<file path="src/design/scv_pkg.sv">
// ----------------------------------------------------------------------------
// scv_pkg
// Shared types and constants for the serial command checksum validator.
// ----------------------------------------------------------------------------
package scv_pkg;

  // token limit per message
  localparam logic [4:0] MaxTokens = 5'd10;

  // reset value of the start character register
  localparam logic [7:0] StartCharReset = 8'h24;

  // result status codes
  localparam logic [2:0] ST_OK         = 3'd0;
  localparam logic [2:0] ST_RESPONSE   = 3'd1;
  localparam logic [2:0] ST_INVALID    = 3'd2;
  localparam logic [2:0] ST_UNKNOWN    = 3'd3;
  localparam logic [2:0] ST_SENT       = 3'd4;
  localparam logic [2:0] ST_SUPPRESSED = 3'd5;

  // command kinds
  localparam logic [1:0] KIND_NONE   = 2'd0;
  localparam logic [1:0] KIND_BOOT   = 2'd1;
  localparam logic [1:0] KIND_STATE  = 2'd2;
  localparam logic [1:0] KIND_BUTTON = 2'd3;

  // byte positions within a message
  localparam logic [1:0] POS_START  = 2'd0;
  localparam logic [1:0] POS_CMD0   = 2'd1;
  localparam logic [1:0] POS_CMD1   = 2'd2;
  localparam logic [1:0] POS_LATER  = 2'd3;

  // checksum kinds
  localparam logic [1:0] CK_NONE = 2'd0;
  localparam logic [1:0] CK_ADD  = 2'd1;
  localparam logic [1:0] CK_XOR  = 2'd2;

  // hex digit count value meaning scan stopped
  localparam logic [1:0] HEX_STOP = 2'd3;

  // input opcodes
  localparam logic OP_BYTE    = 1'b0;
  localparam logic OP_REQUEST = 1'b1;

  // characters
  localparam logic [7:0] CH_A     = 8'h41;
  localparam logic [7:0] CH_B     = 8'h42;
  localparam logic [7:0] CH_T     = 8'h54;
  localparam logic [7:0] CH_N     = 8'h4E;
  localparam logic [7:0] CH_O     = 8'h4F;
  localparam logic [7:0] CH_STAR  = 8'h2A;
  localparam logic [7:0] CH_CARET = 8'h5E;
  localparam logic [7:0] CH_SPACE = 8'h20;

  // one result word
  typedef struct packed {
    logic       pending_now;
    logic [4:0] token_total;
    logic [1:0] command_kind;
    logic [2:0] status;
  } scv_result_t;

endpackage

</file>
<file path="src/design/scv_core.sv">
// ----------------------------------------------------------------------------
// scv_core
// Message state registers and the single-pass byte parser that updates them
// and forms a result on a last byte or a request.
// ----------------------------------------------------------------------------
module scv_core import scv_pkg::*; (
  input  logic        clk_i,
  input  logic        rst_ni,
  input  logic        accept_i,
  input  logic        opcode_i,
  input  logic [7:0]  msg_byte_i,
  input  logic        msg_last_i,
  input  logic [7:0]  start_char_i,
  output logic        res_valid_o,
  output scv_result_t res_o
);

  logic [1:0]  pos_q, pos_d;
  logic [7:0]  add_q, add_d;
  logic [7:0]  xr_q, xr_d;
  logic [4:0]  tok_q, tok_d;
  logic [1:0]  ck_q, ck_d;
  logic [1:0]  hds_q, hds_d;
  logic [7:0]  rcv_q, rcv_d;
  logic [15:0] cmd_q, cmd_d;
  logic [1:0]  err_q, err_d;
  logic        pend_q, pend_d;

  logic        hex_ok;
  logic [3:0]  hex_val;
  logic        msg_ok;

  // hex digit decode
  always_comb begin
    hex_ok  = 1'b1;
    hex_val = 4'd0;
    if (msg_byte_i >= 8'h30 && msg_byte_i <= 8'h39) begin
      hex_val = 4'(msg_byte_i - 8'h30);
    end else if (msg_byte_i >= 8'h41 && msg_byte_i <= 8'h46) begin
      hex_val = 4'(msg_byte_i - 8'h37);
    end else if (msg_byte_i >= 8'h61 && msg_byte_i <= 8'h66) begin
      hex_val = 4'(msg_byte_i - 8'h57);
    end else begin
      hex_ok = 1'b0;
    end
  end

  // byte parse, validity check and result
  always_comb begin
    pos_d  = pos_q;
    add_d  = add_q;
    xr_d   = xr_q;
    tok_d  = tok_q;
    ck_d   = ck_q;
    hds_d  = hds_q;
    rcv_d  = rcv_q;
    cmd_d  = cmd_q;
    err_d  = err_q;
    pend_d = pend_q;
    msg_ok = 1'b0;
    res_valid_o = 1'b0;
    res_o = '{pending_now: 1'b0, token_total: 5'd0, command_kind: KIND_NONE,
              status: ST_INVALID};

    if (accept_i) begin
      if (opcode_i == OP_REQUEST) begin
        res_valid_o = 1'b1;
        if (pend_q) begin
          res_o.status = ST_SUPPRESSED;
        end else begin
          pend_d = 1'b1;
          res_o.status = ST_SENT;
        end
      end else begin
        // message byte
        case (pos_q)
          POS_START: begin
            add_d = start_char_i;
            xr_d  = start_char_i;
            pos_d = POS_CMD0;
          end
          POS_CMD0: begin
            add_d = add_q + msg_byte_i;
            xr_d  = xr_q ^ msg_byte_i;
            tok_d = 5'd1;
            cmd_d = {msg_byte_i, 8'h00};
            pos_d = POS_CMD1;
            if (msg_byte_i == 8'h00) hds_d = HEX_STOP;
          end
          default: begin
            if (hds_q != HEX_STOP) begin
              if (ck_q != CK_NONE) begin
                if (hds_q < 2'd2) begin
                  if (!hex_ok) begin
                    err_d[1] = 1'b1;
                    hds_d    = HEX_STOP;
                  end else begin
                    rcv_d = {rcv_q[3:0], hex_val};
                    hds_d = hds_q + 2'd1;
                  end
                end
              end else begin
                if (msg_byte_i == 8'h00) begin
                  hds_d = HEX_STOP;
                end else if (msg_byte_i == CH_SPACE) begin
                  if (tok_q >= MaxTokens) begin
                    err_d[0] = 1'b1;
                    hds_d    = HEX_STOP;
                  end else begin
                    add_d = add_q + msg_byte_i;
                    xr_d  = xr_q ^ msg_byte_i;
                    tok_d = tok_q + 5'd1;
                  end
                end else if (msg_byte_i == CH_STAR || msg_byte_i == CH_CARET) begin
                  ck_d  = (msg_byte_i == CH_STAR) ? CK_ADD : CK_XOR;
                  hds_d = 2'd0;
                  rcv_d = 8'h00;
                end else begin
                  add_d = add_q + msg_byte_i;
                  xr_d  = xr_q ^ msg_byte_i;
                  if (pos_q == POS_CMD1) cmd_d = {cmd_q[15:8], msg_byte_i};
                end
                pos_d = POS_LATER;
              end
            end
          end
        endcase

        // end of message: classify, then clear the message state
        if (msg_last_i) begin
          res_valid_o = 1'b1;
          if (err_d[0]) begin
            msg_ok = 1'b0;
          end else if (ck_d == CK_NONE) begin
            msg_ok = 1'b1;
          end else if (err_d[1] || hds_d != 2'd2) begin
            msg_ok = 1'b0;
          end else if (ck_d == CK_ADD) begin
            msg_ok = (rcv_d == add_d);
          end else begin
            msg_ok = (rcv_d == xr_d);
          end

          if (pos_q != POS_START && msg_ok) begin
            res_o.token_total = tok_d;
            res_o.status      = ST_UNKNOWN;
            if (cmd_d[15:8] == CH_A) begin
              if (cmd_d[7:0] == CH_B) begin
                res_o.status = ST_OK;
                res_o.command_kind = KIND_BOOT;
              end else if (cmd_d[7:0] == CH_T) begin
                res_o.status = ST_OK;
                res_o.command_kind = KIND_STATE;
              end else if (cmd_d[7:0] == CH_N) begin
                res_o.status = ST_OK;
                res_o.command_kind = KIND_BUTTON;
              end
            end else if (cmd_d[15:8] == CH_O || cmd_d[15:8] == CH_N) begin
              pend_d = 1'b0;
              res_o.status = ST_RESPONSE;
            end
          end

          pos_d = POS_START;
          add_d = 8'h00;
          xr_d  = 8'h00;
          tok_d = 5'd0;
          ck_d  = CK_NONE;
          hds_d = 2'd0;
          rcv_d = 8'h00;
          cmd_d = 16'h0000;
          err_d = 2'b00;
        end
      end
      res_o.pending_now = pend_d;
    end
  end

  // message state registers
  always_ff @(posedge clk_i or negedge rst_ni) begin
    if (!rst_ni) begin
      pos_q  <= POS_START;
      add_q  <= 8'h00;
      xr_q   <= 8'h00;
      tok_q  <= 5'd0;
      ck_q   <= CK_NONE;
      hds_q  <= 2'd0;
      rcv_q  <= 8'h00;
      cmd_q  <= 16'h0000;
      err_q  <= 2'b00;
      pend_q <= 1'b0;
    end else begin
      pos_q  <= pos_d;
      add_q  <= add_d;
      xr_q   <= xr_d;
      tok_q  <= tok_d;
      ck_q   <= ck_d;
      hds_q  <= hds_d;
      rcv_q  <= rcv_d;
      cmd_q  <= cmd_d;
      err_q  <= err_d;
      pend_q <= pend_d;
    end
  end

endmodule

</file>
<file path="src/design/scv_out_reg.sv">
// ----------------------------------------------------------------------------
// scv_out_reg
// Result register on the output stream; frees up as soon as the word leaves.
// ----------------------------------------------------------------------------
module scv_out_reg import scv_pkg::*; (
  input  logic        clk_i,
  input  logic        rst_ni,
  input  logic        load_i,
  input  scv_result_t res_i,
  output logic        space_o,
  output logic        valid_o,
  input  logic        ready_i,
  output scv_result_t res_o
);

  logic        valid_q, valid_d;
  scv_result_t res_q;

  // room for a new word when empty or when the held word leaves now
  assign space_o = !valid_q || ready_i;

  always_comb begin
    valid_d = valid_q;
    if (ready_i) valid_d = 1'b0;
    if (load_i)  valid_d = 1'b1;
  end

  // valid flag
  always_ff @(posedge clk_i or negedge rst_ni) begin
    if (!rst_ni) begin
      valid_q <= 1'b0;
    end else begin
      valid_q <= valid_d;
    end
  end

  // payload
  always_ff @(posedge clk_i) begin
    if (load_i) res_q <= res_i;
  end

  assign valid_o = valid_q;
  assign res_o   = res_q;

endmodule

</file>
<file path="src/design/serial_command_checksum_validator_top.sv">
// ----------------------------------------------------------------------------
// serial_command_checksum_validator_top
// Checks text command messages byte by byte against an additive or XOR
// checksum and sorts each finished message; also tracks request pending.
//
// Input stream: one byte per word. tuser = 0 marks a message byte,
// tuser = 1 a request send attempt; tlast marks the final message byte.
// Output stream: one word per last byte and per request, none otherwise.
// Config channel: cfg_data_i writes the start character that seeds both
// checksums; write only while the block is idle.
// Latency: a result appears on the output in the cycle after the item that
// causes it is taken. Throughput: one item per cycle when not stalled,
// set by the single parse step between state and result registers.
// A stalled receiver holds the result register; input stays open while the
// held word leaves in the same cycle, otherwise tready drops.
// Reset clears all message state, the pending flag and the output valid, and
// sets the start character to '$'.
// ----------------------------------------------------------------------------
module serial_command_checksum_validator_top import scv_pkg::*; (
  input  logic        clk_i,
  input  logic        rst_ni,
  // config write channel
  input  logic        cfg_valid_i,
  output logic        cfg_ready_o,
  input  logic [7:0]  cfg_data_i,     // start_char
  // input stream
  input  logic        s_axis_tvalid_i,
  output logic        s_axis_tready_o,
  input  logic [7:0]  s_axis_tdata_i, // [7:0] msg_byte
  input  logic        s_axis_tuser_i, // [0] opcode
  input  logic        s_axis_tlast_i,
  // output stream
  output logic        m_axis_tvalid_o,
  input  logic        m_axis_tready_i,
  output logic [15:0] m_axis_tdata_o  // [2:0] status, [4:3] command_kind,
                                      // [9:5] token_total, [10] pending_now
);

  logic [7:0]  start_char_q;
  logic        in_accept;
  logic        res_valid;
  scv_result_t res_core;
  scv_result_t res_out;
  logic        space;

  // start character register
  assign cfg_ready_o = 1'b1;
  always_ff @(posedge clk_i or negedge rst_ni) begin
    if (!rst_ni) begin
      start_char_q <= StartCharReset;
    end else if (cfg_valid_i) begin
      start_char_q <= cfg_data_i;
    end
  end

  // input handshake
  assign s_axis_tready_o = space;
  assign in_accept       = s_axis_tvalid_i && space;

  scv_core u_core (
    .clk_i        (clk_i),
    .rst_ni       (rst_ni),
    .accept_i     (in_accept),
    .opcode_i     (s_axis_tuser_i),
    .msg_byte_i   (s_axis_tdata_i),
    .msg_last_i   (s_axis_tlast_i),
    .start_char_i (start_char_q),
    .res_valid_o  (res_valid),
    .res_o        (res_core)
  );

  scv_out_reg u_out (
    .clk_i   (clk_i),
    .rst_ni  (rst_ni),
    .load_i  (res_valid),
    .res_i   (res_core),
    .space_o (space),
    .valid_o (m_axis_tvalid_o),
    .ready_i (m_axis_tready_i),
    .res_o   (res_out)
  );

  // output packing
  assign m_axis_tdata_o = {5'd0, res_out};

  // a request always yields a result word next cycle
  a_req_result: assert property (@(posedge clk_i) disable iff (!rst_ni)
    (in_accept && s_axis_tuser_i == OP_REQUEST) |=> m_axis_tvalid_o)
    else $error("request produced no result");

  // a last message byte always yields a result word next cycle
  a_last_result: assert property (@(posedge clk_i) disable iff (!rst_ni)
    (in_accept && s_axis_tuser_i == OP_BYTE && s_axis_tlast_i) |=> m_axis_tvalid_o)
    else $error("last byte produced no result");

  // command kind is set exactly for an ok command
  a_kind_ok: assert property (@(posedge clk_i) disable iff (!rst_ni)
    m_axis_tvalid_o |->
      ((res_out.status == ST_OK) == (res_out.command_kind != KIND_NONE)))
    else $error("command kind does not match status");

  // no token count on invalid or request results
  a_tok_zero: assert property (@(posedge clk_i) disable iff (!rst_ni)
    (m_axis_tvalid_o && (res_out.status == ST_INVALID ||
      res_out.status == ST_SENT || res_out.status == ST_SUPPRESSED))
      |-> (res_out.token_total == 5'd0))
    else $error("token count on a failed or request result");

endmodule
</file>
<file path="config.mk">
export PLATFORM = sky130hd
export DESIGN_NAME = serial_command_checksum_validator_top
export DESIGN_NICKNAME = d
export VERILOG_FILES = /design/src/design/scv_pkg.sv /design/src/design/scv_core.sv /design/src/design/scv_out_reg.sv /design/src/design/serial_command_checksum_validator_top.sv
export SDC_FILE = /design/constraint.sdc
export NUM_CORES = 1
export LEC_CHECK = 0
export BUFFER_PORTS_ARGS = -buffer_cell sky130_fd_sc_hd__buf_2
export CAP_MARGIN = 20
export CORE_MARGIN = 2
export CORE_UTILIZATION = 53
export CTS_CLUSTER_DIAMETER = 80
export DETAILED_ROUTE_END_ITERATION = 10
export PLACE_DENSITY = 0.75
export SLEW_MARGIN = 25
export SYNTH_ARGS = -nofsm -noshare
export SYNTH_HDL_FRONTEND = slang
export SYNTH_SLANG_ARGS = --single-unit
</file>
<file path="constraint.sdc">
create_clock -name clk_i -period 3.47 [get_ports clk_i]
set_input_delay 0.1735 -clock clk_i [delete_from_list [all_inputs] [get_ports clk_i]]
set_output_delay 0.1735 -clock clk_i [all_outputs]
set_load 0.005 [all_outputs]
</file>
==> results of run 1 <==
==> worst paths after layout <==
kind	end	slack, ps	cells after the start
setup / recovery	u_out.res_o[0]	-5	12
hold / removal	start_char_q[2]	40	2
setup reg to reg	u_out.res_o[0]	-5	12
hold reg to reg	u_core.rcv_q[5]	500	2
max in group asynchronous	u_core.tok_q[2]	2390	3
min in group asynchronous	u_core.cmd_q[13]	330	2
==> placed cells by master, fill, tap and decap left out, types with 6 or more instances in the layout <==
| cell | netlist | layout |
|---|---|---|
| buf_4 | 7 | 83 |
| nand2_1 | 69 | 69 |
| dfrtp_1 | 61 | 61 |
| o21ai_0 | 51 | 50 |
| nor2_1 | 46 | 46 |
| a21oi_1 | 44 | 42 |
| buf_2 | 6 | 34 |
| mux2_2 | 14 | 14 |
| ha_1 | 15 | 14 |
| nand2b_1 | 13 | 13 |
| mux2i_1 | 14 | 13 |
| a22oi_1 | 13 | 13 |
| nor3_1 | 13 | 12 |
| a211oi_1 | 14 | 11 |
| nand3_1 | 11 | 11 |
| edfxtp_1 | 11 | 11 |
| inv_1 | 10 | 10 |
| xnor2_1 | 10 | 10 |
| nor2b_1 | 9 | 9 |
| clkbuf_8 | 0 | 9 |
| o31ai_1 | 10 | 8 |
| a31oi_1 | 9 | 8 |
| nor3b_1 | 7 | 7 |
| and3_1 | 7 | 7 |
| a21o_1 | 7 | 7 |
| a22o_1 | 7 | 7 |
| o22ai_1 | 6 | 6 |
| and2_1 | 6 | 6 |
| conb_1 | 2 | 6 |
==> worst register-to-register path, cell delays in order (launching register included) <==
cell and delay (ps):
dfrtp_1 410, ha_1 190, o31a_1 270, o311a_4 370, or3_4 420, buf_4 180, o21ai_2 150, a21oi_1 70
o2bb2ai_2 220, mux2i_2 290, o31ai_4 120, a31o_4 300, a32o_1 250
==> layout make-up <==
cell class | instances | area (µm²)
clock buffer | 11 | 153
clock inverter | 4 | 98.8
fill | 837 | 3230
inverter | 11 | 41.3
multi-input combinational | 493 | 3400
sequential | 74 | 1910
tap | 133 | 166
timing repair buffer | 119 | 823
==> power breakdown <==
group / switching (µW) / total, µW / internal, µW
sequential: 144 / 1170 / 1030
combinational: 874 / 1560 / 685
clock: 345 / 864 / 520
total: 1360 / 3590 / 2230
==> registers in the layout, summed over array words and instances, names as in the netlist, 5 cells and up <==
signal and count:
start_char_q 8, u_core.add_q 8, u_core.cmd_q 16, u_core.rcv_q 8, u_core.tok_q 5, u_core.xr_q 8
u_out.res_o 11
==> layer usage <==
metal / track usage / part of all wire / vias to the layer above
met5: 0 / 0 / -
met4: 0.130 / 0.035 / 0
met3: 0.0393 / 0.082 / 57
met2: 0.526 / 0.48 / 284
met1: 0.420 / 0.40 / 2658
li1: - / - / 2480
==> through the flow <==
stage	cell area, µm²	cells	hold WS, ps	total power [µW]	setup TNS [ps]
floorplan	5400	623	-122	2050	0
global placement	6110	821	356	2530	-10.7
detailed placement	6110	821	363	2580	-191
CTS	6390	839	38.0	3450	0
global route	6590	845	36.6	3790	-625
finish	6590	845	40.9	3590	-9.14
==> logic make-up (layout without fill, tap and decap cells) <==
kind of cell	count (synthesis)	after routing	synth area share
simple gates	223	223	0.223
compound gates	204	204	0.255
flops	74	74	0.354
buf+inv	56	145	0.0467
mux	28	28	0.0553
fa+ha+maj	16	16	0.0386
xor+xnor	16	16	0.0260
other cells	2	6	0.00139
==> repair_timing <==
item                                    CTS  global route
setup buffers                             2             6
gates cloned                              0             0
resized for setup                         1            27
hold buffers                              1             0
endpoints found under the hold margin    23             0
endpoints found under the setup margin   10            11
pin swaps                                 1             8
==> flow_summary.yaml, run 1 <==
outcome:
  status: "complete, but fails checks"
  violations: "setup timing"
layout:
  fin_util: 0.671
  syn2layout_area_growth_pct: 22.3
  insertedDiodeCount: 0
  fin_nets: 747
  drive_gt1_frac: 0.264
setup_path:
  crit_type: "reg -> reg"
  crit_arrival_ps: 3590
  critPathTopFamily: "compound AO/OA/AOI/OAI gates"
  required_ps: 3580
  crit_chain: "ha_1 > o31a_1 > o311a_4 > or3_4 > buf_4 > o21ai_2 > a21oi_1 > o2bb2ai_2 > mux2i_2 > o31ai_4 > a31o_4 > a32o_1"
  worstSetupEndpointType: "flop"
  cp_max_fo: 7
  timing.rr.start: "u_core.tok_q[1]"
  cp-start-kind: "flop"
  cp_num_buf_inv: 1
  startpoint: "u_core.tok_q[1]"
  slowest_stage: "or3_4"
  slowest_delay_ps: 420
place:
  dp_slack_ps: -74.1
  gp_congestion: 1.04
  io_buffers: 35
  dp_hpwl_mm: 12.4
timing:
  drv_slew: 0
  fin_skew_ps: 11.8
  fmax_mhz: 288
  timing.final.crit_share: 1.00
  rsz0062_at_grt: "yes"
  hold_violations: 0
  fin_ws_ps: -5.30
  finalSetupViolations: 2
  slew_headroom: 0.403
  worst_pin_slew_ps: 893
  period_needed_ps: 3480
power:
  static-leakage-power_uw: 0.00288
  power_density_nw_per_um2: 546
  peakVddDrop_v: 0.000252
synthesis:
  synth_top_cell_by_area: "dfrtp_1"
  ys_types: 82
  yosysWarnings: 0
  synth_seq_area_share: 0.354
  ys_top_cells_by_count: "69 x nand2_1, 61 x dfrtp_1, 51 x o21ai_0"
  synthesis.instances: 619
  synth-async-reset-ratio: 0.851
  syn_area_per_cell_um2: 8.70
  synth_area_um2: 5390
  synth_edf_count: 11
  synth-main-ff-cell: "dfrtp_1"
  synth_top_area_share: 0.283
  synth_area_leaders: "dfrtp_1 28%, edfxtp_1 6.1%, nand2_1 4.8%"
  yosys_register_bits: 74
  yosys.cell_count.top_type: "nand2_1"
flow_run:
  cap_viol_max_count: 0
grt:
  grt_start_max_net_pins: 40
  grt_pass1_vias: 5313
  grt-ovfl-total: 0
  grt_pass1_wl_mm: 27.6
  grt_util_all_layers: 0.317
  antenna_found_initial: 0
clock_network:
  clkTransAtPathRegs_ps: 90
  clock_path_buffers: 2
  cts_tree: "built"
  clock_sinks: 74
  h-tree-depth: 3
  clk_latency_ps: 360
  cts_root_buf: "clkbuf_8"
  numCtsBuffers: 9
floorplanning:
  die-width_um: 105
  core_um2: 9820
  rows: 36
  die_h_um: 105
  io_pins: 42
  start_util: 0.549
  die-area_um2: 11000
drt:
  first_pass_iters: 7
  vias: 5479
  wl_per_cell_um: 20.5
  vias_per_cell: 6.48
  postRouteAntennaNets: 0
  routed_wl_mm: 17.3
  drcViolationCount: 0
  drt_iter0_markers: 600
hold_path:
  hp-class: "in -> reg"
  min-delay-start: "cfg_data_i[2]"
(Power assumes the default switching activity.)
==> inputs of run 2 (changes only) <==
Settings changed: PLACE_DENSITY 0.75 to 0.72.
Clock period 3.47 ns to 3.79 ns, I/O delays scaled along.
==> flow_summary.yaml, run 2 (synthesis gave the netlist of run 1 again) <==
clock_network:
  clock_path_buffers: 2
  numCtsBuffers: 9
  cts_tree: "built"
  h-tree-depth: 3
  clock_sinks: 74
  clk_latency_ps: 360
  cts_root_buf: "clkbuf_8"
  clkTransAtPathRegs_ps: 90
timing:
  slew_headroom: 0.394
  tns_ps: 0
  timing.final.crit_share: 0.965
  period_needed_ps: 3660
  finalSetupViolations: 0
  worst_pin_slew_ps: 906
  holdWs_ps: 51.7
  fmax_mhz: 274
  rsz0062_at_grt: "no"
  fin_ws_ps: 134
  fin_skew_ps: 10.6
  drv_slew: 0
  hold_violations: 0
layout:
  regMostFlops: "u_core.cmd_q"
  regArea_um2: 1910
  num-fill-cells: 886
  fin_nets: 703
  final_common_cell: "nand2_1"
  multiInputGateArea_um2: 3270
  syn2layout_area_growth_pct: 12.7
  insertedDiodeCount: 0
  drive_gt1_frac: 0.200
  largest_reg_flops: 16
  mostFrequentLayoutCells: "69 x nand2_1, 59 x dfrtp_1, 50 x o21ai_0, 46 x nor2_1, 44 x a21oi_1"
  design_area_um2: 6070
drt:
  postRouteAntennaNets: 0
  first_pass_iters: 6
  drt_iter0_markers: 444
  drcViolationCount: 0
  vias: 5215
  vias_per_cell: 6.50
  wl_per_cell_um: 20.0
  routed_wl_mm: 16.0
setup_path:
  cp_max_fo: 7
  worstSetupEndpointType: "flop"
  crit_type: "reg -> reg"
  required_ps: 3910
  cp-start-kind: "flop"
  crit_arrival_ps: 3780
place:
  dp_slack_ps: 60.7
  gp_congestion: 0.944
  placed_area_um2: 5820
  dp_hpwl_mm: 11.4
  io_buffers: 35
grt:
  grt_pass1_wl_mm: 25.9
  antenna_found_initial: 0
  grt_start_max_net_pins: 43
  grt-ovfl-total: 0
  grt_pass1_vias: 5008
  grt_util_all_layers: 0.297
floorplanning:
  start_util: 0.549
  core_um2: 9820
  io_pins: 42
  die_h_um: 105
  rows: 36
  die-area_um2: 11000
  die-width_um: 105
outcome:
  status: "finished, final reports clean"
power:
  power_density_nw_per_um2: 470
  peakVddDrop_v: 0.000272
  static-leakage-power_uw: 0.00261
flow_run:
  cap_viol_max_count: 0
hold_path:
  hp-class: "in -> reg"
==> run 2: cell count changes in the layout (fill, tap and decap cells not counted), sizes merged <==
cell / change
bufinv: -3
clkinv: +6
clkbuf: -2
buf: -44
==> run 2: metal layers <==
metal	global-route usage	wire length, µm	up-vias
met3	0.0505	1170	56
li1	-	-	2382
met5	0	0	-
met2	0.469	7470	246
met1	0.400	6780	2531
met4	0.133	599	0
==> run 2: power breakdown <==
part           total, µW  switching (µW)  internal, µW  leakage, µW
registers           1080             140           941     0.000913
logic               1200             709           496      0.00161
clock network        566             330           236    0.0000927
==> run 2: timing repair <==
item                                    CTS  global route
endpoints found under the hold margin    31             0
endpoints found under the setup margin    0            11
gates resized for setup                   0            10
hold buffers                              1             0
setup buffers                             0             4
==> run 2: per-stage QoR <==
| step | total power (µW) | utilization | cells |
|---|---|---|---|
| 6_report | 2850 | 0.618 | 802 |
| 5_1_grt | 3020 | 0.618 | 802 |
| 4_1_cts | 2810 | 0.611 | 798 |
| 3_5_place_dp | 2250 | 0.593 | 781 |
| 3_3_place_gp | 2210 | 0.593 | 781 |
| 2_1_floorplan | 1880 | - | 623 |
==> run 2: final timing paths <==
kind	start	end	slack [ps]	cells past startpoint
worst max-delay path	u_core.tok_q[1]	u_out.res_o[1]	130	12
worst min-delay path	cfg_data_i[5]	start_char_q[5]	50	2
worst max register to register	u_core.tok_q[1]	u_out.res_o[1]	130	12
worst min register to register	u_core.rcv_q[4]	u_core.rcv_q[4]	490	2
max in group asynchronous	rst_ni	start_char_q[5]	2350	3
min in group asynchronous	rst_ni	u_core.cmd_q[11]	480	2
==> run 2: worst max-delay path: stages, from the launching register on <==
cell and delay (ps):
dfrtp_2 440, ha_1 180, o31a_1 280, o311a_4 410, buf_4 150, nor4_2 370
xor2_1 160, mux2_2 290, a21oi_1 240, xnor2_1 170, nor4_4 350, a31o_2 280
a31oi_1 90
==> run 2: area by class of cell <==
cell class,instances,share of cell area
clock inverters,7,0.00763
well taps,133,0.0274
repair buffers,75,0.0835
inverters,11,0.00680
flip-flops and latches,74,0.315
clock buffers,9,0.0204
multi-input cells,493,0.539
==> inputs of run 3 (changes only) <==
Settings changed: ABC_CLOCK_PERIOD_IN_PS set to 3790, CORE_UTILIZATION 53 to 45, PLACE_DENSITY 0.72 to 0.63.
==> flow_summary.yaml, run 3 (synthesis gave the netlist of run 1 again) <==
timing:
  drv_slew: 0
  fin_ws_ps: 110
  fmax_mhz: 272
  worst_pin_slew_ps: 899
  finalSetupViolations: 0
  timing.final.crit_share: 0.971
  period_needed_ps: 3680
  slew_headroom: 0.398
  fin_skew_ps: 6.81
  hold_violations: 0
place:
  place_inst: 796
  io_buffers: 35
  dp_slack_ps: 4.69
  dp_hpwl_mm: 11.5
  gp_congestion: 0.960
layout:
  insertedDiodeCount: 0
  regMostFlops: "u_core.cmd_q"
  final_common_cell: "nand2_1"
  largest_reg_flops: 16
  mostFrequentLayoutCells: "69 x nand2_1, 60 x dfrtp_1, 50 x o21ai_0, 46 x nor2_1, 44 x a21oi_1"
  drive_gt1_frac: 0.202
  fin_nets: 707
  fin_util: 0.538
  finalNonFillerCells: 816
  syn2layout_area_growth_pct: 15.6
  num-fill-cells: 1042
floorplanning:
  start_util: 0.466
  rows: 39
  die-width_um: 113
  io_pins: 42
  core_um2: 11600
  die-area_um2: 12900
  die_h_um: 113
grt:
  grt_util_all_layers: 0.254
  grt_pass1_wl_mm: 25.6
  antenna_found_initial: 0
  grt_start_max_net_pins: 47
  grt_pass1_vias: 4758
  grt-ovfl-total: 0
setup_path:
  r2r-end: "u_out.res_o[1]"
  r2r_cells: 12
  ff2ff_setup_slack_ps: 110
  timing.rr.start: "u_core.add_q[0]"
  startpoint: "u_core.add_q[0]"
  crit_chain: "ha_1 > fa_1 > a211oi_2 > nor2_1 > xor2_1 > a211oi_1 > a311o_1 > o21ai_1 > mux2_2 > nor4_4 > a31o_2 > a31oi_1"
  cp_max_fo: 6
  critical_path_depth: 12
  worstSetupEndpointType: "flop"
  crit_type: "reg -> reg"
  required_ps: 3880
  slowest_delay_ps: 430
  crit_path_end: "u_out.res_o[1]"
  slowest_stage: "fa_1"
  cp_num_buf_inv: 0
  cp-start-kind: "flop"
  crit_arrival_ps: 3770
  critPathTopFamily: "compound AO/OA/AOI/OAI gates"
drt:
  routed_wl_mm: 16.2
  drcViolationCount: 0
  wl_per_cell_um: 19.8
  postRouteAntennaNets: 0
  first_pass_iters: 5
  drt_iter0_markers: 546
  vias_per_cell: 6.23
  vias: 5082
clock_network:
  cts_tree: "built"
  numCtsBuffers: 9
  clock_path_buffers: 2
  clk_latency_ps: 340
  cts_root_buf: "clkbuf_16"
  clkTransAtPathRegs_ps: 70
  h-tree-depth: 3
  clock_sinks: 74
power:
  static-leakage-power_uw: 0.00268
  total_power_uw: 3170
  power_density_nw_per_um2: 510
  peakVddDrop_v: 0.000309
hold_path:
  hp-class: "in -> reg"
flow_run:
  cap_viol_max_count: 0
outcome:
  status: "finished, final reports clean"
-- run 3: cell count changes in the layout (fill, tap and decap cells not counted), sizes merged --
cell      previous run  this run
inv                 10        12
buf                 74        78
clkinvlp             0         1
bufinv               0         1
clkinv               8         4
-- run 3: worst min-delay path by stage --
stage	startpoint	to	slack, ps	depth (start not counted)
2_1_floorplan	rst_ni	start_char_q[0]	-110	0
3_3_place_gp	cfg_data_i[4]	start_char_q[4]	420	2
3_5_place_dp	rst_ni	u_core.cmd_q[11]	250	1
4_1_cts	cfg_data_i[4]	start_char_q[4]	70	2
5_1_grt	cfg_data_i[3]	start_char_q[3]	70	2
6_report	cfg_data_i[4]	start_char_q[4]	80	2
-- run 3: timing repair --
action / 4_1_cts / 5_1_grt
gates cloned: 0 / 0
setup buffers: 0 / 3
setup endpoints to repair: 1 / 10
resized for setup: 1 / 6
hold buffers: 1 / 0
hold endpoints to repair: 43 / 0
pin swaps: 0 / 4
-- run 3: area by class of cell --
cell class	instances	area, µm²	area share
multi-input cells	493	3270	0.525
flip-flops and latches	74	1910	0.307
repair buffers	79	523	0.0840
clock buffers	9	225	0.0362
well taps	143	179	0.0287
clock inverters	7	76.3	0.0123
inverters	11	41.3	0.00663
-- run 3: metrics by stage --
step           hold WS [ps]  area (µm²)  TNS [ps]
5_1_grt                70.2        6220      -130
3_5_place_dp            247        5860         0
4_1_cts                71.3        6180         0
6_report               79.9        6220         0
3_3_place_gp            421        5860         0
2_1_floorplan          -106        5400         0
-- run 3: layer usage --
layer  vias to the layer above  GRT usage  part of all wire  wire length, µm
met2                       180      0.411              0.48             7710
li1                       2391          -                 -                -
met5                         -          0                 0                0
met3                        25     0.0441             0.051              831
met1                      2486      0.345              0.45             7220
met4                         0     0.0894             0.024              386
-- run 3: power breakdown --
group          internal, µW  switching, µW  leakage [µW]
Sequential              942            145      0.000915
Combinational           497            702       0.00162
Clock                   516            372      0.000148
